<file path="config.mk">
export PLATFORM = sky130hd
export DESIGN_NAME = tbdb_outq
export DESIGN_NICKNAME = d
export VERILOG_FILES = /design/src/rtl/tbdb_pkg.sv /design/src/rtl/tbdb_outq.sv
export SDC_FILE = /design/constraint.sdc
export NUM_CORES = 1
export LEC_CHECK = 0
export ABC_CLOCK_PERIOD_IN_PS = 3500
export BUFFER_PORTS_ARGS = -buffer_cell sky130_fd_sc_hd__buf_4
export CORE_ASPECT_RATIO = 0.9
export CORE_MARGIN = 1
export CORE_UTILIZATION = 50
export CTS_BUF_LIST = sky130_fd_sc_hd__clkbuf_8
export DETAILED_ROUTE_END_ITERATION = 12
export PLACE_DENSITY = 0.72
export SLEW_MARGIN = 20
export SYNTH_ARGS = -nofsm -noshare
export SYNTH_HDL_FRONTEND = slang
export SYNTH_SLANG_ARGS = --single-unit
</file>
<file path="constraint.sdc">
create_clock -name clk -period 3.5 [get_ports clk]
set_input_delay 0.7 -clock clk [delete_from_list [all_inputs] [get_ports clk]]
set_output_delay 0.7 -clock clk [all_outputs]
set_load 0.01 [all_outputs]
</file>
<file path="src/rtl/tbdb_pkg.sv">
`default_nettype none

package tbdb_pkg;

    // sizing
    localparam int MAX_COLUMNS = 65536;
    localparam int MAX_SCALE   = 1200;

    localparam int IDX_W   = $clog2(MAX_COLUMNS);
    localparam int CNT_W   = 11;
    localparam int SUM_W   = 21;
    localparam int THR_W   = 16;
    localparam int SCALE_W = 11;
    localparam int COLS_W  = 17;

    // pixel packing: eight pixels per word, rows padded to 32 pixels
    localparam int BYTE_W          = 8;
    localparam int ROW_ALIGN       = 32;
    localparam int BIT_IDX_W       = $clog2(BYTE_W);
    localparam int PHASE_W         = $clog2(ROW_ALIGN);
    localparam int WORDS_PER_ALIGN = ROW_ALIGN / BYTE_W;
    localparam int NWORDS_W        = $clog2(WORDS_PER_ALIGN + 1);
    localparam int BEAT_W          = $clog2(WORDS_PER_ALIGN);

    // output word queue
    localparam int QDEPTH = 4;
    localparam int QPTR_W = $clog2(QDEPTH);
    localparam int QCNT_W = $clog2(QDEPTH + 1);

    // configuration port
    localparam int PADDR_W   = 4;
    localparam int PDATA_W   = 32;
    localparam int REG_IDX_W = 2;
    localparam logic [REG_IDX_W-1:0] REG_THRESHOLD = 2'd0;
    localparam logic [REG_IDX_W-1:0] REG_SCALE     = 2'd1;
    localparam logic [REG_IDX_W-1:0] REG_COLUMNS   = 2'd2;

    // sample state carried into the count update stage
    typedef struct packed {
        logic [IDX_W-1:0] idx;
        logic             hit;
        logic             lbr;
        logic             row_done;
        logic             block_end;
    } cnt_ctl_t;

    // column result handed to the block accumulator
    typedef struct packed {
        logic             valid;
        logic [CNT_W:0]   add;
        logic             lbr;
        logic             row_done;
        logic             block_end;
    } blk_ctl_t;

    // one queued burst of output words: first word, then zero padding
    typedef struct packed {
        logic [BYTE_W-1:0] first;
        logic [BEAT_W-1:0] nwords_m1;
        logic              row_end;
    } desc_t;

    function automatic logic [SCALE_W-1:0] eff_scale(input logic [SCALE_W-1:0] s);
        logic [SCALE_W-1:0] r;
        if (s == '0)
            r = SCALE_W'(1);
        else if (s > SCALE_W'(MAX_SCALE))
            r = SCALE_W'(MAX_SCALE);
        else
            r = s;
        return r;
    endfunction

    function automatic logic [COLS_W-1:0] eff_columns(input logic [COLS_W-1:0] c);
        logic [COLS_W-1:0] r;
        if ((c == '0) || (c > COLS_W'(MAX_COLUMNS)))
            r = COLS_W'(MAX_COLUMNS);
        else
            r = c;
        return r;
    endfunction

endpackage

`default_nettype wire

</file>
<file path="src/rtl/tbdb_outq.sv">
`default_nettype none

module tbdb_outq (
    input  wire logic                        clk,
    input  wire logic                        rst_n,
    input  wire logic                        push,
    input  wire tbdb_pkg::desc_t             desc_in,
    output logic                             m_tvalid,
    input  wire logic                        m_tready,
    output logic [tbdb_pkg::BYTE_W-1:0]      m_tdata,
    output logic                             m_tuser,
    output logic                             m_tlast,
    output logic [tbdb_pkg::QCNT_W-1:0]      q_count
);

    localparam int QDEPTH = tbdb_pkg::QDEPTH;
    localparam int QPTR_W = tbdb_pkg::QPTR_W;
    localparam int QCNT_W = tbdb_pkg::QCNT_W;
    localparam int BEAT_W = tbdb_pkg::BEAT_W;

    tbdb_pkg::desc_t   q_mem [QDEPTH];
    tbdb_pkg::desc_t   head;
    logic [QPTR_W-1:0] wr_ptr_reg, rd_ptr_reg;
    logic [QCNT_W-1:0] count_reg, count_next;
    logic [BEAT_W-1:0] beat_reg, beat_next;
    logic              last_beat, take, pop;

    // head burst expands into its words
    always_comb
    begin
        head      = q_mem[rd_ptr_reg];
        m_tvalid  = count_reg != '0;
        last_beat = beat_reg == head.nwords_m1;
        m_tdata   = (beat_reg == '0) ? head.first : '0;
        m_tlast   = last_beat;
        m_tuser   = last_beat && head.row_end;
        take      = m_tvalid && m_tready;
        pop       = take && last_beat;

        beat_next = beat_reg;
        if (take)
        begin
            beat_next = last_beat ? '0 : beat_reg + BEAT_W'(1);
        end
        count_next = count_reg + QCNT_W'(push) - QCNT_W'(pop);
    end

    always_ff @(posedge clk or negedge rst_n)
    begin
        if (!rst_n)
        begin
            wr_ptr_reg <= '0;
            rd_ptr_reg <= '0;
            count_reg  <= '0;
            beat_reg   <= '0;
        end
        else
        begin
            if (push)
            begin
                wr_ptr_reg <= wr_ptr_reg + QPTR_W'(1);
            end
            if (pop)
            begin
                rd_ptr_reg <= rd_ptr_reg + QPTR_W'(1);
            end
            count_reg <= count_next;
            beat_reg  <= beat_next;
        end
    end

    // queue storage
    always_ff @(posedge clk)
    begin
        if (push)
        begin
            q_mem[wr_ptr_reg] <= desc_in;
        end
    end

    assign q_count = count_reg;

endmodule

`default_nettype wire

</file>
==> metrics.cfg <==
[layout]
ff_latch_area_sq_mm = 0.00155
finalNetCount = 172
multiInputGateArea_sq_um = 591
diodes = 0
regMostFlops = q_mem
fin_util_pct = 61.4
nFillCells = 314
drive_gt1_share_pct = 34.7
area_growth_pct = 16.5
largest_reg_flops = 44

[timing]
finalHoldWorstSlack_ns = 0.207
grt_setup_unrepaired = false
timing.fmax_mhz = 354
finalSetupTns_ns = 0
slew_headroom_pct = 59.0
final_max_slew_viol_count = 0
finalHoldViolCount = 0
worst_pin_slew_ns = 0.616
finalSetupViolCount = 0
period_minus_slack_ns = 2.82
fin_crit_sh_pct = 80.6
skew_ns = 0.00554

[worst_setup_path]
endpoint_kind = flop
cp-start-kind = flop
worstSetupPathType = flop to flop
worstPathArrival_ns = 3.05
cp_max_fo = 7
crit_required_ns = 3.72

[floorplan]
die_h_um = 64.6
die_w_um = 71.5
die_area_sq_mm = 0.00462
rows = 22
start_util_pct = 52.7
ios = 29
core_area_sq_mm = 0.00413

[placement]
io_buffers = 28
dpl.hpwl_um = 2410
gp_congestion = 0.753

[clock_network]
tritoncts = yes
clkSinkCount = 53
clkLatencyLatePin_ns = 0.30
ctsHoldBuffers = 0
ctsResizeCount = 0
clkSlewWorstSetupHoldPaths_ns = 0.09
ctsHtreeMaxLevel = 2
root_buffer = clkbuf_8
cts_inserted_buffers = 5
clock_path_buffers = 2
cts_setup_buffers = 0

[synthesis]
synth_seq_cells = 53
syn_nets = 137
ys_warn_count = 0
syn_avg_cell_area_sq_um = 19.1
yosysSeqAreaShare_pct = 71.1
netlist_area_sq_mm = 0.00218
synthCells = 114
netlist-cell-type-count = 23

[route]
ant_nets = 0
routed_wl_um = 3410
dr.first_iter.drc_count = 34
route.vias.total = 1083
wl_per_cell_um = 17.2
viasPerCell = 5.47
drc_errors = 0
dr.pass1.iters = 4

[global_route]
grt_max_degree = 16
grt_pass1_wl_um = 5490
track_usage_pct = 16.7
grt-ovfl-total = 0
grt_pass1_vias = 1139
antenna_found_initial = 0

[pwr]
leakagePower_nw = 0.967
p_per_area_mw_per_mm2 = 825
peakVddDrop_uv = 413

[flow_run]
maxCapViolCount = 0

[worst_hold_path]
hp-class = input pin to asynchronous set/reset pin

[status]
status = completed

## worst max-delay path, cell delays in order (launching register included)
cell and delay, ns:
dfrtp_1 0.61, mux4_2 0.59, xnor2_2 0.18, and3_4 0.20
ha_1 0.27, inv_1 0.04, ha_1 0.18, fa_1 0.37
xnor2_1 0.17, xnor2_1 0.14
## path summary, 6_finish.rpt
| check | start | end | slack [ns] | depth (start not counted) |
|---|---|---|---|---|
| worst min-delay path | rst_n | rd_ptr_reg[0]$_DFFE_PN0P_ | 0.21 | 1 |
| max in group asynchronous | rst_n | rd_ptr_reg[1]$_DFFE_PN0P_ | 3.15 | 1 |
| worst min register to register | wr_ptr_reg[0]$_DFFE_PN0P_ | wr_ptr_reg[0]$_DFFE_PN0P_ | 0.55 | 1 |
| worst max register to register | rd_ptr_reg[0]$_DFFE_PN0P_ | q_count[2]$_DFF_PN0_ | 0.68 | 9 |
| worst max-delay path | rd_ptr_reg[0]$_DFFE_PN0P_ | q_count[2]$_DFF_PN0_ | 0.68 | 9 |
| min in group clk | wr_ptr_reg[0]$_DFFE_PN0P_ | wr_ptr_reg[0]$_DFFE_PN0P_ | 0.55 | 1 |
## logic make-up after synthesis
| kind of cell | share of synthesized area [%] |
|---|---|
| xor+xnor | 3.85 |
| mux | 11.4 |
| fa+ha+maj | 4.95 |
| compound gates | 0.747 |
| simple gates | 6.21 |
| flops | 71.1 |
| buf+inv | 1.78 |
## layout by cell type (no fill, tap or decap), types with 2 or more instances in the layout
cell | Yosys | final
edfxtp_1 | 44 | 44
buf_4 | 0 | 30
and2_1 | 13 | 13
mux4_2 | 11 | 11
inv_1 | 8 | 9
dfrtp_1 | 9 | 9
ha_1 | 7 | 7
clkbuf_8 | 0 | 5
xnor2_1 | 3 | 3
nand2_1 | 3 | 3
xnor2_2 | 2 | 2
clkinv_2 | 0 | 2
## layer usage
| metal | routed length, um | up-vias | global-route usage [%] |
|---|---|---|---|
| met5 | 0 | - | 0 |
| met4 | 44 | 0 | 5.15 |
| met3 | 162 | 7 | 5.13 |
| met2 | 1760 | 29 | 28.3 |
| met1 | 1440 | 552 | 20.9 |
| li1 | - | 495 | - |
## Yosys cell counts
cell type,count,area [sq um]
xnor2_2,2,32.5
xor2_2,1,16.3
dfrtp_1,9,225
fa_1,1,20.0
nand2b_1,1,6.26
xnor2_1,3,26.3
nand2_1,3,11.3
nand4_1,1,6.26
ha_1,7,87.6
and2_1,13,81.3
o21ai_1,1,5.00
buf_1,1,3.75
and2_0,1,6.26
and3_1,1,6.26
inv_1,8,30.0
and3_4,1,11.3
xor2_1,1,8.76
o21ai_0,1,5.00
or3_1,1,6.26
edfxtp_1,44,1320
mux4_2,11,248
o22ai_1,1,6.26
buf_2,1,5.00
## area by class of cell
cell class,instances,area share (%)
clock inverter,3,0.543
timing repair buffer,30,8.88
inverter,8,1.18
clock buffer,5,2.71
tap,48,2.37
multi-input combinational,51,23.3
sequential,53,61.0
## power breakdown
part | internal [mW] | total [mW] | switching (mW)
logic | 0.443 | 0.836 | 0.393
clock network | 0.136 | 0.318 | 0.183
registers | 0.847 | 0.937 | 0.0895
total | 1.43 | 2.09 | 0.665
## metrics by stage
stage / setup slack [ns] / total power [mW] / cells / area (sq um)
floorplan: 0.989 / 1.48 / 114 / 2180
global placement: 0.742 / 1.77 / 190 / 2450
CTS: 0.639 / 2.13 / 198 / 2530
detailed placement: 0.668 / 1.81 / 190 / 2450
global route: 0.470 / 2.23 / 198 / 2530
finish: 0.678 / 2.09 / 198 / 2530
No activity file was read; power rests on OpenSTA's default activity.
