--- config.mk ---
export PLATFORM = sky130hd
export DESIGN_NAME = tbdb_pack
export DESIGN_NICKNAME = d
export VERILOG_FILES = /design/src/rtl/tbdb_pkg.sv /design/src/rtl/tbdb_pack.sv
export SDC_FILE = /design/constraint.sdc
export NUM_CORES = 1
export LEC_CHECK = 0
export BUFFER_PORTS_ARGS = -buffer_cell sky130_fd_sc_hd__buf_2
export CAP_MARGIN = 25
export CELL_PAD_IN_SITES_DETAIL_PLACEMENT = 1
export CELL_PAD_IN_SITES_GLOBAL_PLACEMENT = 1
export CORE_MARGIN = 2
export CORE_UTILIZATION = 36
export DETAILED_ROUTE_END_ITERATION = 7
export PLACE_DENSITY = 0.7
export SLEW_MARGIN = 10
export SYNTH_ARGS = -nofsm -noshare
export SYNTH_HDL_FRONTEND = slang
export SYNTH_SLANG_ARGS = --single-unit
--- constraint.sdc ---
create_clock -name clk -period 6.3 [get_ports clk]
set_input_delay 0.63 -clock clk [delete_from_list [all_inputs] [get_ports clk]]
set_output_delay 0.63 -clock clk [all_outputs]
set_load 0.01 [all_outputs]
--- src/rtl/tbdb_pkg.sv ---
`default_nettype none

package tbdb_pkg;

    // sizing
    localparam int MAX_COLUMNS = 65536;
    localparam int MAX_SCALE   = 1200;

    localparam int IDX_W   = $clog2(MAX_COLUMNS);
    localparam int CNT_W   = 11;
    localparam int SUM_W   = 21;
    localparam int THR_W   = 16;
    localparam int SCALE_W = 11;
    localparam int COLS_W  = 17;

    // pixel packing: eight pixels per word, rows padded to 32 pixels
    localparam int BYTE_W          = 8;
    localparam int ROW_ALIGN       = 32;
    localparam int BIT_IDX_W       = $clog2(BYTE_W);
    localparam int PHASE_W         = $clog2(ROW_ALIGN);
    localparam int WORDS_PER_ALIGN = ROW_ALIGN / BYTE_W;
    localparam int NWORDS_W        = $clog2(WORDS_PER_ALIGN + 1);
    localparam int BEAT_W          = $clog2(WORDS_PER_ALIGN);

    // output word queue
    localparam int QDEPTH = 4;
    localparam int QPTR_W = $clog2(QDEPTH);
    localparam int QCNT_W = $clog2(QDEPTH + 1);

    // configuration port
    localparam int PADDR_W   = 4;
    localparam int PDATA_W   = 32;
    localparam int REG_IDX_W = 2;
    localparam logic [REG_IDX_W-1:0] REG_THRESHOLD = 2'd0;
    localparam logic [REG_IDX_W-1:0] REG_SCALE     = 2'd1;
    localparam logic [REG_IDX_W-1:0] REG_COLUMNS   = 2'd2;

    // sample state carried into the count update stage
    typedef struct packed {
        logic [IDX_W-1:0] idx;
        logic             hit;
        logic             lbr;
        logic             row_done;
        logic             block_end;
    } cnt_ctl_t;

    // column result handed to the block accumulator
    typedef struct packed {
        logic             valid;
        logic [CNT_W:0]   add;
        logic             lbr;
        logic             row_done;
        logic             block_end;
    } blk_ctl_t;

    // one queued burst of output words: first word, then zero padding
    typedef struct packed {
        logic [BYTE_W-1:0] first;
        logic [BEAT_W-1:0] nwords_m1;
        logic              row_end;
    } desc_t;

    function automatic logic [SCALE_W-1:0] eff_scale(input logic [SCALE_W-1:0] s);
        logic [SCALE_W-1:0] r;
        if (s == '0)
            r = SCALE_W'(1);
        else if (s > SCALE_W'(MAX_SCALE))
            r = SCALE_W'(MAX_SCALE);
        else
            r = s;
        return r;
    endfunction

    function automatic logic [COLS_W-1:0] eff_columns(input logic [COLS_W-1:0] c);
        logic [COLS_W-1:0] r;
        if ((c == '0) || (c > COLS_W'(MAX_COLUMNS)))
            r = COLS_W'(MAX_COLUMNS);
        else
            r = c;
        return r;
    endfunction

endpackage

`default_nettype wire

--- src/rtl/tbdb_pack.sv ---
`default_nettype none

module tbdb_pack (
    input  wire logic                        clk,
    input  wire logic                        rst_n,
    input  wire tbdb_pkg::blk_ctl_t          blk,
    input  wire logic [tbdb_pkg::SCALE_W-1:0] scale_eff,
    output logic                             push,
    output tbdb_pkg::desc_t                  desc
);

    localparam int SUM_W     = tbdb_pkg::SUM_W;
    localparam int BYTE_W    = tbdb_pkg::BYTE_W;
    localparam int PHASE_W   = tbdb_pkg::PHASE_W;
    localparam int BIT_IDX_W = tbdb_pkg::BIT_IDX_W;
    localparam int NWORDS_W  = tbdb_pkg::NWORDS_W;
    localparam int BEAT_W    = tbdb_pkg::BEAT_W;

    logic [SUM_W-1:0]   block_sum_reg, block_sum_next;
    logic [BYTE_W-1:0]  pack_byte_reg, pack_byte_next;
    logic [PHASE_W-1:0] phase_reg, phase_next;

    logic [SUM_W:0]     sum_wide;
    logic [SUM_W-1:0]   sum_sat;
    logic               pixel_push, pixel_set, complete, pad;
    logic [BYTE_W-1:0]  pixel_mask, byte_new;
    logic [PHASE_W-1:0] phase_new;
    logic [NWORDS_W-1:0] pad_words, nwords;

    // block accumulation with saturation
    always_comb
    begin
        sum_wide   = {1'b0, block_sum_reg} + (SUM_W+1)'(blk.add);
        sum_sat    = sum_wide[SUM_W] ? '1 : sum_wide[SUM_W-1:0];
        pixel_push = blk.valid && blk.lbr && blk.block_end;
        pixel_set  = sum_sat >= SUM_W'(scale_eff);
    end

    // place the pixel, msb first
    always_comb
    begin
        pixel_mask = pixel_set ? (BYTE_W'(1) << (BYTE_W - 1 - int'(phase_reg[BIT_IDX_W-1:0])))
                               : '0;
        byte_new   = pixel_push ? (pack_byte_reg | pixel_mask) : pack_byte_reg;
        phase_new  = phase_reg + PHASE_W'(pixel_push);
        complete   = pixel_push && (phase_reg[BIT_IDX_W-1:0] == BIT_IDX_W'(BYTE_W - 1));
        pad        = blk.valid && blk.row_done && blk.lbr;
        pad_words  = (pad && (phase_new != '0))
                   ? NWORDS_W'(tbdb_pkg::WORDS_PER_ALIGN)
                     - NWORDS_W'(phase_new[PHASE_W-1:BIT_IDX_W])
                   : '0;
        nwords     = NWORDS_W'(complete) + pad_words;

        push           = nwords != '0;
        desc.first     = byte_new;
        desc.nwords_m1 = BEAT_W'(nwords - NWORDS_W'(1));
        desc.row_end   = pad;
    end

    always_comb
    begin
        block_sum_next = block_sum_reg;
        pack_byte_next = pack_byte_reg;
        phase_next     = phase_reg;
        if (blk.valid)
        begin
            if (blk.lbr)
            begin
                block_sum_next = blk.block_end ? '0 : sum_sat;
            end
            if (blk.row_done)
            begin
                block_sum_next = '0;
            end
            // padding closes the row; a full word only restarts the byte
            if (pad)
            begin
                pack_byte_next = '0;
                phase_next     = '0;
            end
            else if (complete)
            begin
                pack_byte_next = '0;
                phase_next     = phase_new;
            end
            else
            begin
                pack_byte_next = byte_new;
                phase_next     = phase_new;
            end
        end
    end

    always_ff @(posedge clk or negedge rst_n)
    begin
        if (!rst_n)
        begin
            block_sum_reg <= '0;
            pack_byte_reg <= '0;
            phase_reg     <= '0;
        end
        else
        begin
            block_sum_reg <= block_sum_next;
            pack_byte_reg <= pack_byte_next;
            phase_reg     <= phase_next;
        end
    end

endmodule

`default_nettype wire

==> summary.md <==
| Metric | Value |
|---|---|
| Status | finished clean |
| RSZ-0062 raised after global routing | false |
| Post-synth top flop | dfrtp_1 |
| Drt wl/cell | ~17 microns |
| Post-synth top area share | 29.3% |
| Layout Cells excl Fill | roughly 470 |
| Final Setup Violations | 0 |
| CP Launch Type | primary input |
| First-pass GRT wire length | 14000 microns |
| Aggregate global-route resource usage | 19.9% |
| Cell at the root of the clock tree | clkbuf_8 |
| Slowest Stage Delay on Critical Path | just under 0.6 ns |
| ANT cells | 0 |
| HP Class | in2async |
| Layout Utilization | 42.0% |
| Pleak | 1.61 nW |
| Die Ht | 93.8 microns |
| Postcts setup bufs | 0 |
| Synthesized instance count | 330 |
| Die Wd | 93.8 microns |
| Layout cells sized above 1 | approximately 17% |
| Tcrit/Tclk final | between 80 and 90% |
| Antenna violations before repair | 0 |
| Sinks on Clock Net | 34 |
| GP Congestion | 0.848 |
| RR Startpoint | block_sum_reg[10] |
| Slowest library cell on the worst path | or3_1 |
| Drt pass-1 iters | 4 |
| EDFF count, synth | 0 |
| Clock Pin Slew Worst Setup and Hold Paths | 0.08 ns |
| Sequential share of the synthesized area | 29.3% |
| Post-Syn Area | 2900 sq um |
| R2R Path End | pack_byte_reg[4] |
| Row count | 32 |
| Wirelength, routed | approximately 8000 microns |
| Worst Path Required | 5.67 ns |
| CTS Hold Buffers Added | 0 |
| Worst slew margin | 44.5% |
| Setup CP Type | in2out |
| Dpl cell area | 3170 sq um |
| IO Pins | 41 |
| DRC viols | 0 |
| CTS tree | done |
| Post-DP HPWL | 6150 microns |
| Worst-margin pin slew | 0.832 ns |
| CP cell instances | buf_2, ha_1, a211oi_1, nor2_1, a41oi_1, or3_1, nand2_1, ha_1, nand3_1, o21bai_1, a31oi_1, o311ai_0, nand3_1, nor4_4, nand4_4, a41o_1, buf_2 |
| Area leader, netlist | dfrtp_1 |
| R2R Setup Slk | 1.81 ns |
| Post-DR vias/cell | 5.69 |
| Worst hold slack | around 0.42 ns |
| Clock buffer depth | 2 |
| Synth Register Bits | 34 |
| CP endpoint kind | output port |
| Syn-to-layout area delta | 12.4% |
| Cells after DPL | 460 |
| # resized after CTS | 0 |
| Worst-Skew Late Latency | approximately 0.3 ns |
| Power per cell area | between 150 and 200 nW/um^2 |
| Max reg flops | 21 |
| Nets@finish | 424 |
| Worst vdd ir | ~0.077 mV |
| Largest net degree at the start of global routing | 35 |
| F_max | about 0.18 GHz |
| Synth cell types | 58 |
| Antenna Violating Nets Remaining | 0 |
| Design area | 3260 sq um |
| Post-synth ARST share | 100% |
| H-tree depth | 2 |
| Fin. max-slew vios | 0 |
| Iter 0 DRT Violations | 126 |
| Hold Violations, Final | 0 |
| Die Area | ~8800 sq um |
| Gr ovfl total | 0 |
| Initial Util | 37.4% |
| Synth area leaders | dfrtp_1 (29%), ha_1 (13%), a22o_1 (4.5%) |
| Vias in the first global route | 2892 |
| Period minus WS final | roughly 5.5 ns |
| Max-Cap Viols | 0 |
| Syn nets | between 300 and 400 |
| Port bufs | 40 |
| Setup_tns | 0 ns |
| Crit Path Max Fanout | 16 |
| Yosys warns | 0 |
| CTS buffer count | 5 |
| Critical Path AT | about 4.9 ns |
| Final Skew | 0.00828 ns |
| Syn avg cell area | 8.80 sq um |
| Core area | 7770 sq um |
| Vias | ~2700 |
| Cells on worst reg2reg path | 15 |
[layout by cell type (no fill, tap or decap), drive strengths merged, types with 3 or more instances in the layout]
cell type,count
a21oi,21
inv,26
nand3,18
clkbuf,6
ha,29
xnor2,5
and2,4
and3,9
a211oi,5
nor3,6
o211ai,3
nand4,5
o31ai,4
xor2,7
a22o,15
buf,42
o21ai,25
nand2,28
nor2,14
dfrtp,34
a32o,6
a21o,7
a31oi,9
a31o,7
[cell type report]
| type | instances | area (sq um) |
|---|---|---|
| sequential | 34 | 851 |
| fill | 964 | 4510 |
| clock inverter | 2 | 12.5 |
| inverter | 26 | 97.6 |
| clock buffer | 6 | 82.6 |
| timing repair buffer | 42 | 215 |
| multi-input combinational | 256 | 1880 |
| tap | 102 | 128 |
[synth_stat cells, types with 4 or more instances]
cell type and n:
a21o_1 7, a21oi_1 18, a22o_1 15, a31o_1 6
a31oi_1 9, a32o_1 6, and2_1 4, and3_1 9
clkbuf_1 8, dfrtp_1 34, ha_1 29, inv_1 26
nand2_1 28, nand3_1 18, nor2_1 14, nor3_1 6
o21ai_0 23, xnor2_1 5, xor2_1 7
[worst max-delay path by stage]
stage                          to  cells past startpoint    start  slack (ns)
final                     desc[4]                     17  blk[13]        0.82
after global routing      desc[4]                     17  blk[13]        0.37
after floorplan           desc[5]                     18  blk[13]        1.59
after CTS                 desc[4]                     17  blk[13]        0.79
after global placement    desc[4]                     17   blk[9]        0.92
after detailed placement  desc[4]                     17  blk[13]        0.82
[cells by family after synthesis]
family / synth area share [%]
AND/OR/NAND/NOR: 17.5
AO/OA/AOI/OAI: 30.1
adder cells (fa/ha/maj): 13.2
XOR/XNOR: 3.62
flip-flops: 29.3
buffers and inverters: 6.25
[critical path, delay by kind of cell]
| kind | cells | cell delay [ns] |
|---|---|---|
| buffers and inverters | 2 | 0.25 |
| AND/OR/NAND/NOR | 7 | 1.66 |
| AO/OA/AOI/OAI | 6 | 1.59 |
| adder cells (fa/ha/maj) | 2 | 0.73 |
[report_power, final]
| part | total [W] | internal (W) | switching (W) |
|---|---|---|---|
| clock network | 0.000182 | 0.0000881 | 0.0000936 |
| registers | 0.000243 | 0.000231 | 0.0000123 |
| logic | 0.000200 | 0.0000796 | 0.000120 |
| total | 0.000624 | 0.000398 | 0.000226 |
[layer usage]
layer	vias up	global-route usage (%)	part of all wire (%)
li1	1303	-	-
met2	39	33.5	48
met3	10	3.21	2.7
met1	1309	26.6	48
met4	0	5.31	1.5
met5	-	0	0
[per-stage QoR]
| stage | power [W] | worst slack (ns) |
|---|---|---|
| 5_1_grt | 0.000664 | 0.367 |
| 6_report | 0.000624 | 0.816 |
| 3_3_place_gp | 0.000442 | 0.919 |
| 3_5_place_dp | 0.000448 | 0.819 |
| 2_1_floorplan | 0.000391 | 1.59 |
| 4_1_cts | 0.000634 | 0.793 |
(Power assumes the default switching activity.)
